## src/design/scsfp_pkg.sv

```systemverilog
// ----------------------------------------------------------------------------
// scsfp_pkg
// Shared types, constants and helpers for the sum-checked sensor frame parser.
// ----------------------------------------------------------------------------
`timescale 1ns / 1ps
`default_nettype none

package scsfp_pkg;

    // Frame layout.
    localparam logic [7:0] HEADER_BYTE  = 8'h55;
    localparam logic [3:0] POS_IDLE     = 4'd0;
    localparam logic [3:0] POS_TYPE     = 4'd1;
    localparam logic [3:0] POS_CHECKSUM = 4'd10;
    localparam logic [3:0] FRAME_LEN    = 4'd11;

    // Range of record kinds that the block recognises.
    localparam logic [7:0] TYPE_LOW  = 8'h50;
    localparam logic [7:0] TYPE_HIGH = 8'h5A;

    // Default depth of the queue between the assembler and the output stage.
    localparam int QUEUE_DEPTH = 2;

    // One checked frame as it travels through the queue.
    typedef struct packed {
        logic [7:0]  frame_type;
        logic [63:0] payload;
    } t_frame;

    // Write side of the queue.
    typedef struct packed {
        logic   push;
        t_frame frame;
    } t_push;

    // Fill status of the queue.
    typedef struct packed {
        logic empty;
        logic full;
    } t_q_status;

    // True when the type byte lies in the recognised range.
    function automatic logic type_is_known(input logic [7:0] frame_type);
        return (frame_type >= TYPE_LOW) && (frame_type <= TYPE_HIGH);
    endfunction

endpackage

`default_nettype wire

```

## src/design/scsfp_front.sv

```systemverilog
// ----------------------------------------------------------------------------
// scsfp_front
// Accepts received bytes, tracks the frame position, accumulates the sum and
// pushes each frame whose checksum matches into the queue.
// ----------------------------------------------------------------------------
`timescale 1ns / 1ps
`default_nettype none

module scsfp_front (
    input  wire logic                  i_clk,
    input  wire logic                  i_rst_n,
    input  wire logic                  i_valid,
    output logic                       o_ready,
    input  wire logic [7:0]            i_rx_byte,
    input  wire scsfp_pkg::t_q_status  i_q_status,
    output scsfp_pkg::t_push           o_push
);

    logic [3:0]  r_pos,     n_pos;
    logic [7:0]  r_sum,     n_sum;
    logic [7:0]  r_type,    n_type;
    logic [63:0] r_payload, n_payload;
    logic        w_accept;
    logic        w_idle;

    // Only the checksum beat needs room in the queue; other beats never stall.
    assign o_ready  = !((r_pos == scsfp_pkg::POS_CHECKSUM) && i_q_status.full);
    assign w_accept = i_valid && o_ready;
    assign w_idle   = (r_pos == scsfp_pkg::POS_IDLE) || (r_pos >= scsfp_pkg::FRAME_LEN);

    // Next-state logic for the frame assembler. The frame offered to the queue
    // is always the one held in the registers.
    always_comb begin
        n_pos                   = r_pos;
        n_sum                   = r_sum;
        n_type                  = r_type;
        n_payload               = r_payload;
        o_push.push             = 1'b0;
        o_push.frame.frame_type = r_type;
        o_push.frame.payload    = r_payload;
        if (w_accept) begin
            priority if (w_idle) begin
                if (i_rx_byte == scsfp_pkg::HEADER_BYTE) begin
                    n_sum     = i_rx_byte;
                    n_payload = '0;
                    n_pos     = scsfp_pkg::POS_TYPE;
                end else begin
                    n_pos = scsfp_pkg::POS_IDLE;
                end
            end else if (r_pos == scsfp_pkg::POS_TYPE) begin
                n_type = i_rx_byte;
                n_sum  = r_sum + i_rx_byte;
                n_pos  = r_pos + 4'd1;
            end else if (r_pos < scsfp_pkg::POS_CHECKSUM) begin
                n_payload = {i_rx_byte, r_payload[63:8]};
                n_sum     = r_sum + i_rx_byte;
                n_pos     = r_pos + 4'd1;
            end else begin
                n_pos       = scsfp_pkg::POS_IDLE;
                o_push.push = (r_sum == i_rx_byte);
            end
        end
    end

    // Position is control state; the sum, type and payload start afresh with
    // each header but are cleared here too, matching the reset state.
    always_ff @(posedge i_clk) begin
        if (!i_rst_n) begin
            r_pos     <= scsfp_pkg::POS_IDLE;
            r_sum     <= '0;
            r_type    <= '0;
            r_payload <= '0;
        end else begin
            r_pos     <= n_pos;
            r_sum     <= n_sum;
            r_type    <= n_type;
            r_payload <= n_payload;
        end
    end

endmodule

`default_nettype wire

```

## src/design/scsfp_queue.sv

```systemverilog
// ----------------------------------------------------------------------------
// scsfp_queue
// Small first-in first-out queue of checked frames between the assembler and
// the output stage.
// ----------------------------------------------------------------------------
`timescale 1ns / 1ps
`default_nettype none

module scsfp_queue #(
    parameter int DEPTH = scsfp_pkg::QUEUE_DEPTH
) (
    input  wire logic               i_clk,
    input  wire logic               i_rst_n,
    input  wire scsfp_pkg::t_push   i_push,
    input  wire logic               i_pop,
    output scsfp_pkg::t_frame       o_head,
    output scsfp_pkg::t_q_status    o_status
);

    localparam int PTR_W = (DEPTH > 1) ? $clog2(DEPTH) : 1;
    localparam int CNT_W = $clog2(DEPTH + 1);
    localparam logic [PTR_W-1:0] LAST_PTR  = PTR_W'(DEPTH - 1);
    localparam logic [CNT_W-1:0] FULL_CNT  = CNT_W'(DEPTH);

    scsfp_pkg::t_frame r_mem [DEPTH];
    logic [PTR_W-1:0]  r_wr_ptr, n_wr_ptr;
    logic [PTR_W-1:0]  r_rd_ptr, n_rd_ptr;
    logic [CNT_W-1:0]  r_count,  n_count;
    logic              w_wr;
    logic              w_rd;

    assign o_status.empty = (r_count == '0);
    assign o_status.full  = (r_count == FULL_CNT);
    assign w_wr = i_push.push && !o_status.full;
    assign w_rd = i_pop && !o_status.empty;
    assign o_head = r_mem[r_rd_ptr];

    // Pointer and count update.
    always_comb begin
        n_wr_ptr = r_wr_ptr;
        n_rd_ptr = r_rd_ptr;
        n_count  = r_count;
        if (w_wr) begin
            n_wr_ptr = (r_wr_ptr == LAST_PTR) ? '0 : r_wr_ptr + PTR_W'(1);
        end
        if (w_rd) begin
            n_rd_ptr = (r_rd_ptr == LAST_PTR) ? '0 : r_rd_ptr + PTR_W'(1);
        end
        unique case ({w_wr, w_rd})
            2'b10:   n_count = r_count + CNT_W'(1);
            2'b01:   n_count = r_count - CNT_W'(1);
            default: n_count = r_count;
        endcase
    end

    always_ff @(posedge i_clk) begin
        if (!i_rst_n) begin
            r_wr_ptr <= '0;
            r_rd_ptr <= '0;
            r_count  <= '0;
        end else begin
            r_wr_ptr <= n_wr_ptr;
            r_rd_ptr <= n_rd_ptr;
            r_count  <= n_count;
        end
    end

    // Storage needs no reset: an entry is read only after it is written.
    always_ff @(posedge i_clk) begin
        if (w_wr) begin
            r_mem[r_wr_ptr] <= i_push.frame;
        end
    end

endmodule

`default_nettype wire

```

## src/design/scsfp_back.sv

```systemverilog
// ----------------------------------------------------------------------------
// scsfp_back
// Output stage: takes frames from the queue, classifies the type byte and
// holds the result beat until the receiver takes it.
// ----------------------------------------------------------------------------
`timescale 1ns / 1ps
`default_nettype none

module scsfp_back (
    input  wire logic                  i_clk,
    input  wire logic                  i_rst_n,
    input  wire scsfp_pkg::t_frame     i_head,
    input  wire scsfp_pkg::t_q_status  i_q_status,
    output logic                       o_pop,
    output logic                       o_valid,
    input  wire logic                  i_ready,
    output logic [7:0]                 o_frame_type,
    output logic [63:0]                o_frame_payload,
    output logic                       o_type_known
);

    logic        r_valid;
    logic [7:0]  r_type;
    logic [63:0] r_payload;
    logic        r_known;
    logic        w_load;

    // Load a new frame when the output register is empty or being emptied.
    assign w_load = !r_valid || i_ready;
    assign o_pop  = w_load && !i_q_status.empty;

    always_ff @(posedge i_clk) begin
        if (!i_rst_n) begin
            r_valid <= 1'b0;
        end else if (w_load) begin
            r_valid <= !i_q_status.empty;
        end
    end

    // Payload register.
    always_ff @(posedge i_clk) begin
        if (o_pop) begin
            r_type    <= i_head.frame_type;
            r_payload <= i_head.payload;
            r_known   <= scsfp_pkg::type_is_known(i_head.frame_type);
        end
    end

    assign o_valid         = r_valid;
    assign o_frame_type    = r_type;
    assign o_frame_payload = r_payload;
    assign o_type_known    = r_known;

endmodule

`default_nettype wire

```

## src/design/sum_checked_sensor_frame_parser.sv

```systemverilog
// ----------------------------------------------------------------------------
// sum_checked_sensor_frame_parser
// Assembles 11-byte sensor frames from a byte stream and emits those whose
// 8-bit sum checks out.
// ----------------------------------------------------------------------------
// Usage:
//   Input channel (i_valid / o_ready / i_rx_byte) takes one received byte per
//   beat. A frame is header 0x55, a type byte, eight payload bytes and a
//   checksum byte equal to the wrapping sum of the first ten bytes.
//   Output channel (o_valid / i_ready) carries one beat per good frame: the
//   type byte, the payload with the first payload byte in bits 7:0, and a
//   flag for types 0x50 to 0x5A. Bad frames and stray bytes give nothing.
//   Throughput: one byte per cycle, but a checksum byte waits while the queue is full.
//   Result path: the queue is written when the checksum byte is taken, and
//   the output register is loaded from the queue once that register is
//   empty or being emptied.
//   Reset (synchronous, active low) returns the assembler to hunting for a
//   header and empties the queue and the output register.
//   When the receiver stalls, results collect in the queue; data bytes keep
//   flowing, and only a checksum byte waits while the queue is full.
// ----------------------------------------------------------------------------
`timescale 1ns / 1ps
`default_nettype none

module sum_checked_sensor_frame_parser #(
    parameter int QUEUE_DEPTH = scsfp_pkg::QUEUE_DEPTH
) (
    input  wire logic        i_clk,
    input  wire logic        i_rst_n,
    input  wire logic        i_valid,
    output logic             o_ready,
    input  wire logic [7:0]  i_rx_byte,
    output logic             o_valid,
    input  wire logic        i_ready,
    output logic [7:0]       o_frame_type,
    output logic [63:0]      o_frame_payload,
    output logic             o_type_known
);

    scsfp_pkg::t_push     w_push;
    scsfp_pkg::t_q_status w_q_status;
    scsfp_pkg::t_frame    w_head;
    logic                 w_pop;

    // Front: byte assembly and checksum.
    scsfp_front u_front (
        .i_clk      (i_clk),
        .i_rst_n    (i_rst_n),
        .i_valid    (i_valid),
        .o_ready    (o_ready),
        .i_rx_byte  (i_rx_byte),
        .i_q_status (w_q_status),
        .o_push     (w_push)
    );

    // Queue between the two halves.
    scsfp_queue #(
        .DEPTH (QUEUE_DEPTH)
    ) u_queue (
        .i_clk    (i_clk),
        .i_rst_n  (i_rst_n),
        .i_push   (w_push),
        .i_pop    (w_pop),
        .o_head   (w_head),
        .o_status (w_q_status)
    );

    // Back: output register.
    scsfp_back u_back (
        .i_clk           (i_clk),
        .i_rst_n         (i_rst_n),
        .i_head          (w_head),
        .i_q_status      (w_q_status),
        .o_pop           (w_pop),
        .o_valid         (o_valid),
        .i_ready         (i_ready),
        .o_frame_type    (o_frame_type),
        .o_frame_payload (o_frame_payload),
        .o_type_known    (o_type_known)
    );

    // A good frame is never pushed into a full queue.
    a_no_push_when_full: assert property (@(posedge i_clk) disable iff (!i_rst_n)
        w_push.push |-> !w_q_status.full)
        else $error("frame pushed into a full queue");

    // The back end never pops an empty queue.
    a_no_pop_when_empty: assert property (@(posedge i_clk) disable iff (!i_rst_n)
        w_pop |-> !w_q_status.empty)
        else $error("pop from an empty queue");

    // The known-type flag agrees with the type byte it travels with.
    a_flag_matches_type: assert property (@(posedge i_clk) disable iff (!i_rst_n)
        o_valid |-> (o_type_known == scsfp_pkg::type_is_known(o_frame_type)))
        else $error("type flag disagrees with frame type");

    // No result is shown in the cycle after reset.
    a_quiet_after_reset: assert property (@(posedge i_clk)
        $past(!i_rst_n) |-> !o_valid)
        else $error("result valid straight after reset");

endmodule

`default_nettype wire
```

## config.mk

```make
export PLATFORM = sky130hd
export DESIGN_NAME = sum_checked_sensor_frame_parser
export DESIGN_NICKNAME = d
export VERILOG_FILES = /design/src/design/scsfp_pkg.sv /design/src/design/scsfp_front.sv /design/src/design/scsfp_queue.sv /design/src/design/scsfp_back.sv /design/src/design/sum_checked_sensor_frame_parser.sv
export SDC_FILE = /design/constraint.sdc
export NUM_CORES = 1
export LEC_CHECK = 0
export BUFFER_PORTS_ARGS = -buffer_cell sky130_fd_sc_hd__buf_2
export CORE_MARGIN = 3
export CORE_UTILIZATION = 28
export CTS_CLUSTER_SIZE = 24
export DETAILED_ROUTE_END_ITERATION = 12
export GPL_ROUTABILITY_DRIVEN = 0
export PLACE_DENSITY = 0.46
export SYNTH_ARGS = -nofsm -noshare
export SYNTH_HDL_FRONTEND = slang
export SYNTH_SLANG_ARGS = --single-unit
export TNS_END_PERCENT = 100
```

## constraint.sdc

```tcl
create_clock -name i_clk -period 6.6 [get_ports i_clk]
set_input_delay 0.33 -clock i_clk [delete_from_list [all_inputs] [get_ports i_clk]]
set_output_delay 0.33 -clock i_clk [all_outputs]
set_load 0.1 [all_outputs]
```

**Yosys cells after proc, flatten, opt, wreduce, memory -nomap -nowiden**

Memory sizes are Yosys's and may differ from the RTL's. A register that Yosys moved wholly into a read port is not among the register bits.
Cells that the tools add are included.

- Flip-flop bits (word level): 162
- Bits in writable memories: 144
- Input bits: 12
- Output and inout bits: 75
- Logic and storage cells: 75
- Memories: 1

- Add/subtract/negate cells: 6
- $lt $le $gt $ge: 4
- Equal/unequal tests: 9
- Multiplexer cells: 23
- Bitwise logic cells: 1
- Reductions and logical operators: 20

Memory list:

| name | words | bits a word | rd ports | clocked after memory_dff | write ports | RTL line | RTL |
|---|---|---|---|---|---|---|---|
| u_queue.r_mem | 2 | 72 | 1 | 1 | 1 | scsfp_queue.sv:25 | `scsfp_pkg::t_frame r_mem [DEPTH];` |

Operators with widths:

| cell | count |
|---|---|
| two-way mux 64 bit | 4 |
| two-way mux 8 bit | 4 |
| two-way mux 4 bit | 3 |
| two-way mux 1 bit | 11 |
| adder 8 bit | 1 |
| equality test 8 x 7 -> 1 bit, second input constant | 1 |
| equality test 8 bit | 1 |
| greater-or-equal comparator 8 x 7 -> 1 bit, second input constant | 1 |
| less-or-equal comparator 8 x 7 -> 1 bit, second input constant | 1 |
| logical AND 1 bit | 6 |
| AND reduction 3 bit | 2 |
| adder 4 x 1 -> 4 bit, second input constant | 1 |
| equality test 2 bit, second input constant | 2 |
| equality test 4 x 1 -> 1 bit, second input constant | 1 |
| equality test 4 bit, second input constant | 1 |
| greater-or-equal comparator 4 bit, second input constant | 1 |
| logical NOT 1 bit | 4 |
| logical NOT 4 bit | 1 |
| less-than comparator 4 bit, second input constant | 1 |
| one-hot mux 2 bit (2 select lines) | 1 |
| AND reduction 4 bit | 1 |
| nonzero test 2 bit | 2 |
| nonzero test 3 bit | 1 |
| adder 1 bit, second input constant | 2 |
| other kinds (8) | 9 |

**Longest topological paths before layout**

- Word-level depth: 8
- Gate-level depth with buffers: 11
- Mapped depth without buffers: 10

**By module**

Synthesis repeated with hierarchy kept, for this count alone.

- Cell total of the unflattened synthesis: 774
- Area total of the unflattened synthesis: 11335.9 µm²

By module, submodules not included:

| module | instances | cells each | area each (µm²) | sequential area each (µm²) |
|---|---|---|---|---|
| scsfp_queue | 1 | 250 | 5411.4 | 4424.2 |
| scsfp_front | 1 | 444 | 3653.5 | 1681.6 |
| scsfp_back | 1 | 80 | 2270.9 | 2212.1 |

**Worst setup path after synthesis**

No wires, ideal clock.

- Kind: register -> register
- Start: reg u_back.r_valid (netlist: u_back.o_valid)
- End: reg u_queue.r_count[1]
- Library setup time: 0.076 ns
- Arrival time: 5.268 ns
- Required time: 6.524 ns
- Path slack: 1.257 ns
- Cell stages (with the launch flop): 6
- Buffers on the path: 0
- Period minus slack after synthesis: 5.343 ns
- Path through: dfxtp_1 -> nor2b_1 -> nor2_1 -> ha_1 -> or3_1 -> a21boi_0

- Longest elaborated chain between the ends: 6
- Elaborated cells on any way between the ends: 8
- Classes of those cells: eq/ne (2); mux (1); reduce/logical (5)

Ends and longest elaborated chain:

| what | RTL line | RTL |
|---|---|---|
| start: declaration | scsfp_back.sv:22 | `logic r_valid;` |
| start signal: assignment | scsfp_back.sv:36 | `r_valid <= !i_q_status.empty;` |
| logical NOT 1 bit (*) | scsfp_back.sv:29 | `assign w_load = !r_valid \|\| i_ready;` |
| logical OR 1 bit (*) | scsfp_back.sv:29 |  |
| logical AND 1 bit (*) | scsfp_back.sv:30 | `assign o_pop = w_load && !i_q_status.empty;` |
| named net u_back.o_pop | scsfp_back.sv:14 | `output logic o_pop,` |
| logical AND 1 bit (*) | scsfp_queue.sv:35 | `assign w_rd = i_pop && !o_status.empty;` |
| equality test 2 x 1 -> 1 bit / equality test 2 bit (equally long branches) | scsfp_queue.sv:49 | `unique case ({w_wr, w_rd})` |
| one-hot mux 2 bit (2 select lines) / nonzero test 2 bit (equally long branches) | -- |  |
| end signal: assignment | scsfp_queue.sv:64 | `r_count <= n_count;` |
| end: declaration | scsfp_queue.sv:28 | `logic [CNT_W-1:0] r_count, n_count;` |

Mark *: on every way through the listed nets, which the timed path passes. The rest lies on a longest branch.
A chain may end at the register's enable or synchronous reset.

**Worst setup path after layout**

- Start: reg u_front.r_pos[0]
- End: mem u_queue.r_mem[0][53] (netlist name), enable pin

- Longest elaborated chain between the ends: 8
- Elaborated cells on any way between the ends: 16
- Classes of those cells: order compare (2); eq/ne (2); mux (6); reduce/logical (6)

Ends and longest elaborated chain:

| what | RTL line | RTL |
|---|---|---|
| start: declaration | scsfp_front.sv:19 | `logic [3:0] r_pos, n_pos;` |
| start signal: assignment | scsfp_front.sv:69 | `r_pos <= scsfp_pkg::POS_IDLE;` |
| start signal: assignment | scsfp_front.sv:74 | `r_pos <= n_pos;` |
| less-than comparator 4 bit / equality test 4 bit (equally long branches) | scsfp_front.sv:54, scsfp_front.sv:27 |  |
| two-way mux 1 bit / logical AND 1 bit (equally long branches) | scsfp_front.sv:54, scsfp_front.sv:27 |  |
| two-way mux 1 bit / logical NOT 1 bit (equally long branches) | scsfp_front.sv:50, scsfp_front.sv:27 |  |
| two-way mux 1 bit / logical AND 1 bit (equally long branches) | scsfp_front.sv:42, scsfp_front.sv:28 |  |
| two-way mux 1 bit (*) | scsfp_front.sv:41 | `if (w_accept) begin` |
| logical AND 1 bit (*) | scsfp_queue.sv:34 | `assign w_wr = i_push.push && !o_status.full;` |
| two-way mux 1 bit (*) | scsfp_queue.sv:70 | `if (w_wr) begin` |
| two-way mux 1 bit (implied by the code) (*) | scsfp_queue.sv:71 | `r_mem[r_wr_ptr] <= i_push.frame;` |
| end: declaration | scsfp_queue.sv:25 |  |

Mark *: on every way between the ends. The rest lies on a longest branch, timed or not.

==> impl_metrics.env <==
export IMPL_cp_cell_sequence="inv_1, ha_1, nor3b_1, or2_1, nor4_2, nand4_1, nor2_4, buf_4"
export IMPL_netlist_area_um2=11300
export IMPL_maxSlewViolCount=0
export IMPL_via_per_inst=4.37
export IMPL_synth_edff_count=217
export IMPL_hold_path_class="input pin to flip-flop"
export IMPL_synth_common_cells="edfxtp_1, dfxtp_1, nor2b_1"
export IMPL_cp_buffers_inverters=2
export IMPL_synth_compound_area_share_pct=7.10
export IMPL_synth_avg_cell_area_um2=16.3
export IMPL_drive_gt1_share_pct=27.1
export IMPL_reg2reg_depth=8
export IMPL_track_usage_pct=11.0
export IMPL_placed_cell_area_um2=12300
export IMPL_root_buffer="clkbuf_16"
export IMPL_worstSetupPathType="flip-flop to flip-flop"
export IMPL_synthMuxAreaShare_pct=8.07
export IMPL_synth_seq_cells=307
export IMPL_die_h_um=207
export IMPL_clockBufferDepth=3
export IMPL_max_cap_viol_count=0
export IMPL_io_pins=87
export IMPL_hold_viol_final=0
export IMPL_hp_start="i_rx_byte[6]"
export IMPL_worst_path_max_fanout=72
export IMPL_max_slew_margin_pct=27.0
export IMPL_status="complete, no violations"
export IMPL_ys_flop_type="edfxtp_1"
export IMPL_vdd_drop_max_mv=0.154
export IMPL_crit_cells=8
export IMPL_grt_pass1_vias=5883
export IMPL_power_switching_mw=1.31
export IMPL_cts_hold_buf=0
export IMPL_synthAdderAreaFrac_pct=1.51
export IMPL_required_ns=6.71
export IMPL_firstDrtPassIters=6
export IMPL_fin_nets=810
export IMPL_synth_xor_area_share_pct=0.777
export IMPL_clk_pin_slew_worst_paths_ns=0.06
export IMPL_fillers=3789
export IMPL_cp_top_family="simple AND/OR/NAND/NOR gates"
export IMPL_ctsResizeCount=0
export IMPL_worst_skew_pair_late_latency_ns=0.51
export IMPL_cts_inserted_buffers=34
export IMPL_vias=5808
export IMPL_critPathSlowestCell="buf_4"
export IMPL_antenna_found_initial=1
export IMPL_synthMostInstantiatedCell="edfxtp_1"
export IMPL_synth_top_family_by_area="multiplexers"
export IMPL_yosysSeqAreaShare_pct=73.8
export IMPL_p_clk_share_pct=38.6
export IMPL_port_buffers=86
export IMPL_power_density_nw_per_um2=355
export IMPL_initial_core_util_pct=28.8
export IMPL_antenna_left=0
export IMPL_seq_area_um2=8320
export IMPL_cp_start_kind="flip-flop"
export IMPL_syn_to_final_growth_pct=18.4
export IMPL_fin_skew_ns=0.0159
export IMPL_period_needed_ns=3.37
export IMPL_antenna_cells=0
export IMPL_total_power_mw=4.73
export IMPL_setup_tns_ns=0
export IMPL_async_flop_share_pct=0
export IMPL_synth_area_leader_cell="edfxtp_1"
export IMPL_holdPathStages=3
export IMPL_finalCritPeriodShare_pct=51.0
export IMPL_grt_overflow=0
export IMPL_wl_um=23400
export IMPL_pwr_share_seq_pct=47.3
export IMPL_core_um2=39200
export IMPL_netSwitchingFraction_pct=27.8
export IMPL_slowest_delay_ns=0.78
export IMPL_netlist_instances=691
export IMPL_synthesis_nets=716
export IMPL_synth_simple_area_share_pct=6.79
export IMPL_internal_power_mw=3.42
export IMPL_place_hpwl_um=13400
export IMPL_r2r_start="u_front.r_pos[0]$_SDFFE_PN0P_"
export IMPL_grt_first_pass_wirelength_um=35900
export IMPL_cts_tree="done"
export IMPL_ys_types=53
export IMPL_ys_warn_count=0
export IMPL_clock_sinks=307
export IMPL_grt_max_degree=93
export IMPL_crit_start="u_front.r_pos[0]$_SDFFE_PN0P_"
export IMPL_drt_iter0_drc=346
export IMPL_ys_top_cells_by_area="edfxtp_1, dfxtp_1, mux2_2, a22oi_1, nor2b_1"
export IMPL_rsz0062_at_grt="no"
export IMPL_rows=72
export IMPL_wl_per_cell_um=17.6
export IMPL_drc=0
export IMPL_multiInputGateArea_um2=2760
export IMPL_htreeDepth=2
export IMPL_power_frac_comb_pct=14.1
export IMPL_post_cts_buffers=0
export IMPL_final_cell_area_um2=13300
export IMPL_synth_top_cell_area_share_pct=57.8
export IMPL_fp_dieW_um=207
export IMPL_finalSetupViolCount=0
export IMPL_tightest_slew_ns=1.10
export IMPL_arrival_ns=3.47
export IMPL_dieArea_um2=42700
export IMPL_leakagePower_nw=4.20
export IMPL_hold_ws_ns=0.162
export IMPL_critPathCaptureType="flip-flop"
export IMPL_max_freq_ghz=0.297
power by group through the flow:
stage | sequential (mW) | clock, mW | combinational (mW)
after global routing | 2.25 | 1.98 | 0.706
final | 2.24 | 1.83 | 0.667
after global placement | 2.28 | 0 | 0.680
after detailed placement | 2.28 | 0 | 0.678
after floorplan | 2.58 | 0 | 0.247
after CTS | 2.24 | 1.89 | 0.680
registers in the layout (all words and copies together), names as in the netlist, named ones only:
signal	flops
u_back.o_frame_type	8
u_queue.r_count	2
u_front.r_type	8
u_front.r_pos	4
u_front.r_sum	8
u_queue.r_mem	144
u_back.o_type_known	1
u_back.o_valid	1
u_front.r_payload	64
u_queue.r_wr_ptr	1
u_back.o_frame_payload	64
u_queue.r_rd_ptr	1
worst register-to-register path, stage by stage, from the launching register on:
cell     delay [ns]
dfxtp_1        0.45
inv_1          0.10
ha_1           0.22
nor3b_1        0.15
or2_1          0.38
nor4_2         0.26
nand4_1        0.34
nor2_4         0.16
buf_4          0.78
path summary, 6_finish.rpt:
check	to	slack (ns)
max	u_queue.r_mem[0][53]$_DFFE_PP_	3.23
min	u_front.r_type[6]$_SDFFE_PN0P_	0.16
max reg2reg	u_queue.r_mem[0][53]$_DFFE_PP_	3.23
min reg2reg	u_queue.r_mem[1][6]$_DFFE_PP_	0.46
cell usage in the layout, fill, tap and decap left out, types with 3 or more instances in the layout:
| cell | instances |
|---|---|
| buf_2 | 86 |
| nand2b_1 | 3 |
| ha_1 | 12 |
| dfxtp_1 | 89 |
| nand2_1 | 12 |
| clkbuf_16 | 37 |
| xor2_1 | 3 |
| and2_1 | 6 |
| inv_1 | 9 |
| o211a_1 | 3 |
| nor2b_1 | 74 |
| buf_4 | 7 |
| mux2_2 | 71 |
| a21boi_0 | 4 |
| mux2i_1 | 11 |
| xnor2_1 | 7 |
| clkbuf_8 | 4 |
| a21oi_1 | 9 |
| a22oi_1 | 64 |
| nor2_4 | 4 |
| nor2_1 | 7 |
| clkinv_1 | 5 |
| clkbuf_1 | 12 |
| edfxtp_1 | 217 |
| o21ai_0 | 12 |
through the flow:
stage / setup WS, ns / cells / utilization, %
after floorplan: 1.26 / 691 / -
after global placement: 3.24 / 1267 / 31.3
after detailed placement: 3.22 / 1267 / 31.3
after CTS: 3.19 / 1329 / 34.1
after global routing: 2.97 / 1329 / 34.1
final: 3.23 / 1329 / 34.1
per-layer routing:
metal	vias to the layer above	routed length, um	global-route usage [%]
met5	-	13	0
met1	2861	11600	16.0
met2	94	10300	16.5
met4	2	487	3.35
li1	2808	-	-
met3	43	954	2.29
cells by family after synthesis:
| logic type | Yosys count |
|---|---|
| compound gates | 109 |
| xor+xnor | 10 |
| mux | 82 |
| fa+ha+maj | 13 |
| flops | 307 |
| buf+inv | 45 |
| simple gates | 125 |
area by class of cell:
type,count,share of cell area [%]
Timing Repair Buffer,93,3.62
Multi-Input combinational cell,339,20.7
Inverter,10,0.281
Sequential cell,307,62.4
Tap cell,518,4.86
Clock buffer,53,7.69
Clock inverter,9,0.497
No activity file was read; power rests on OpenSTA's default activity.
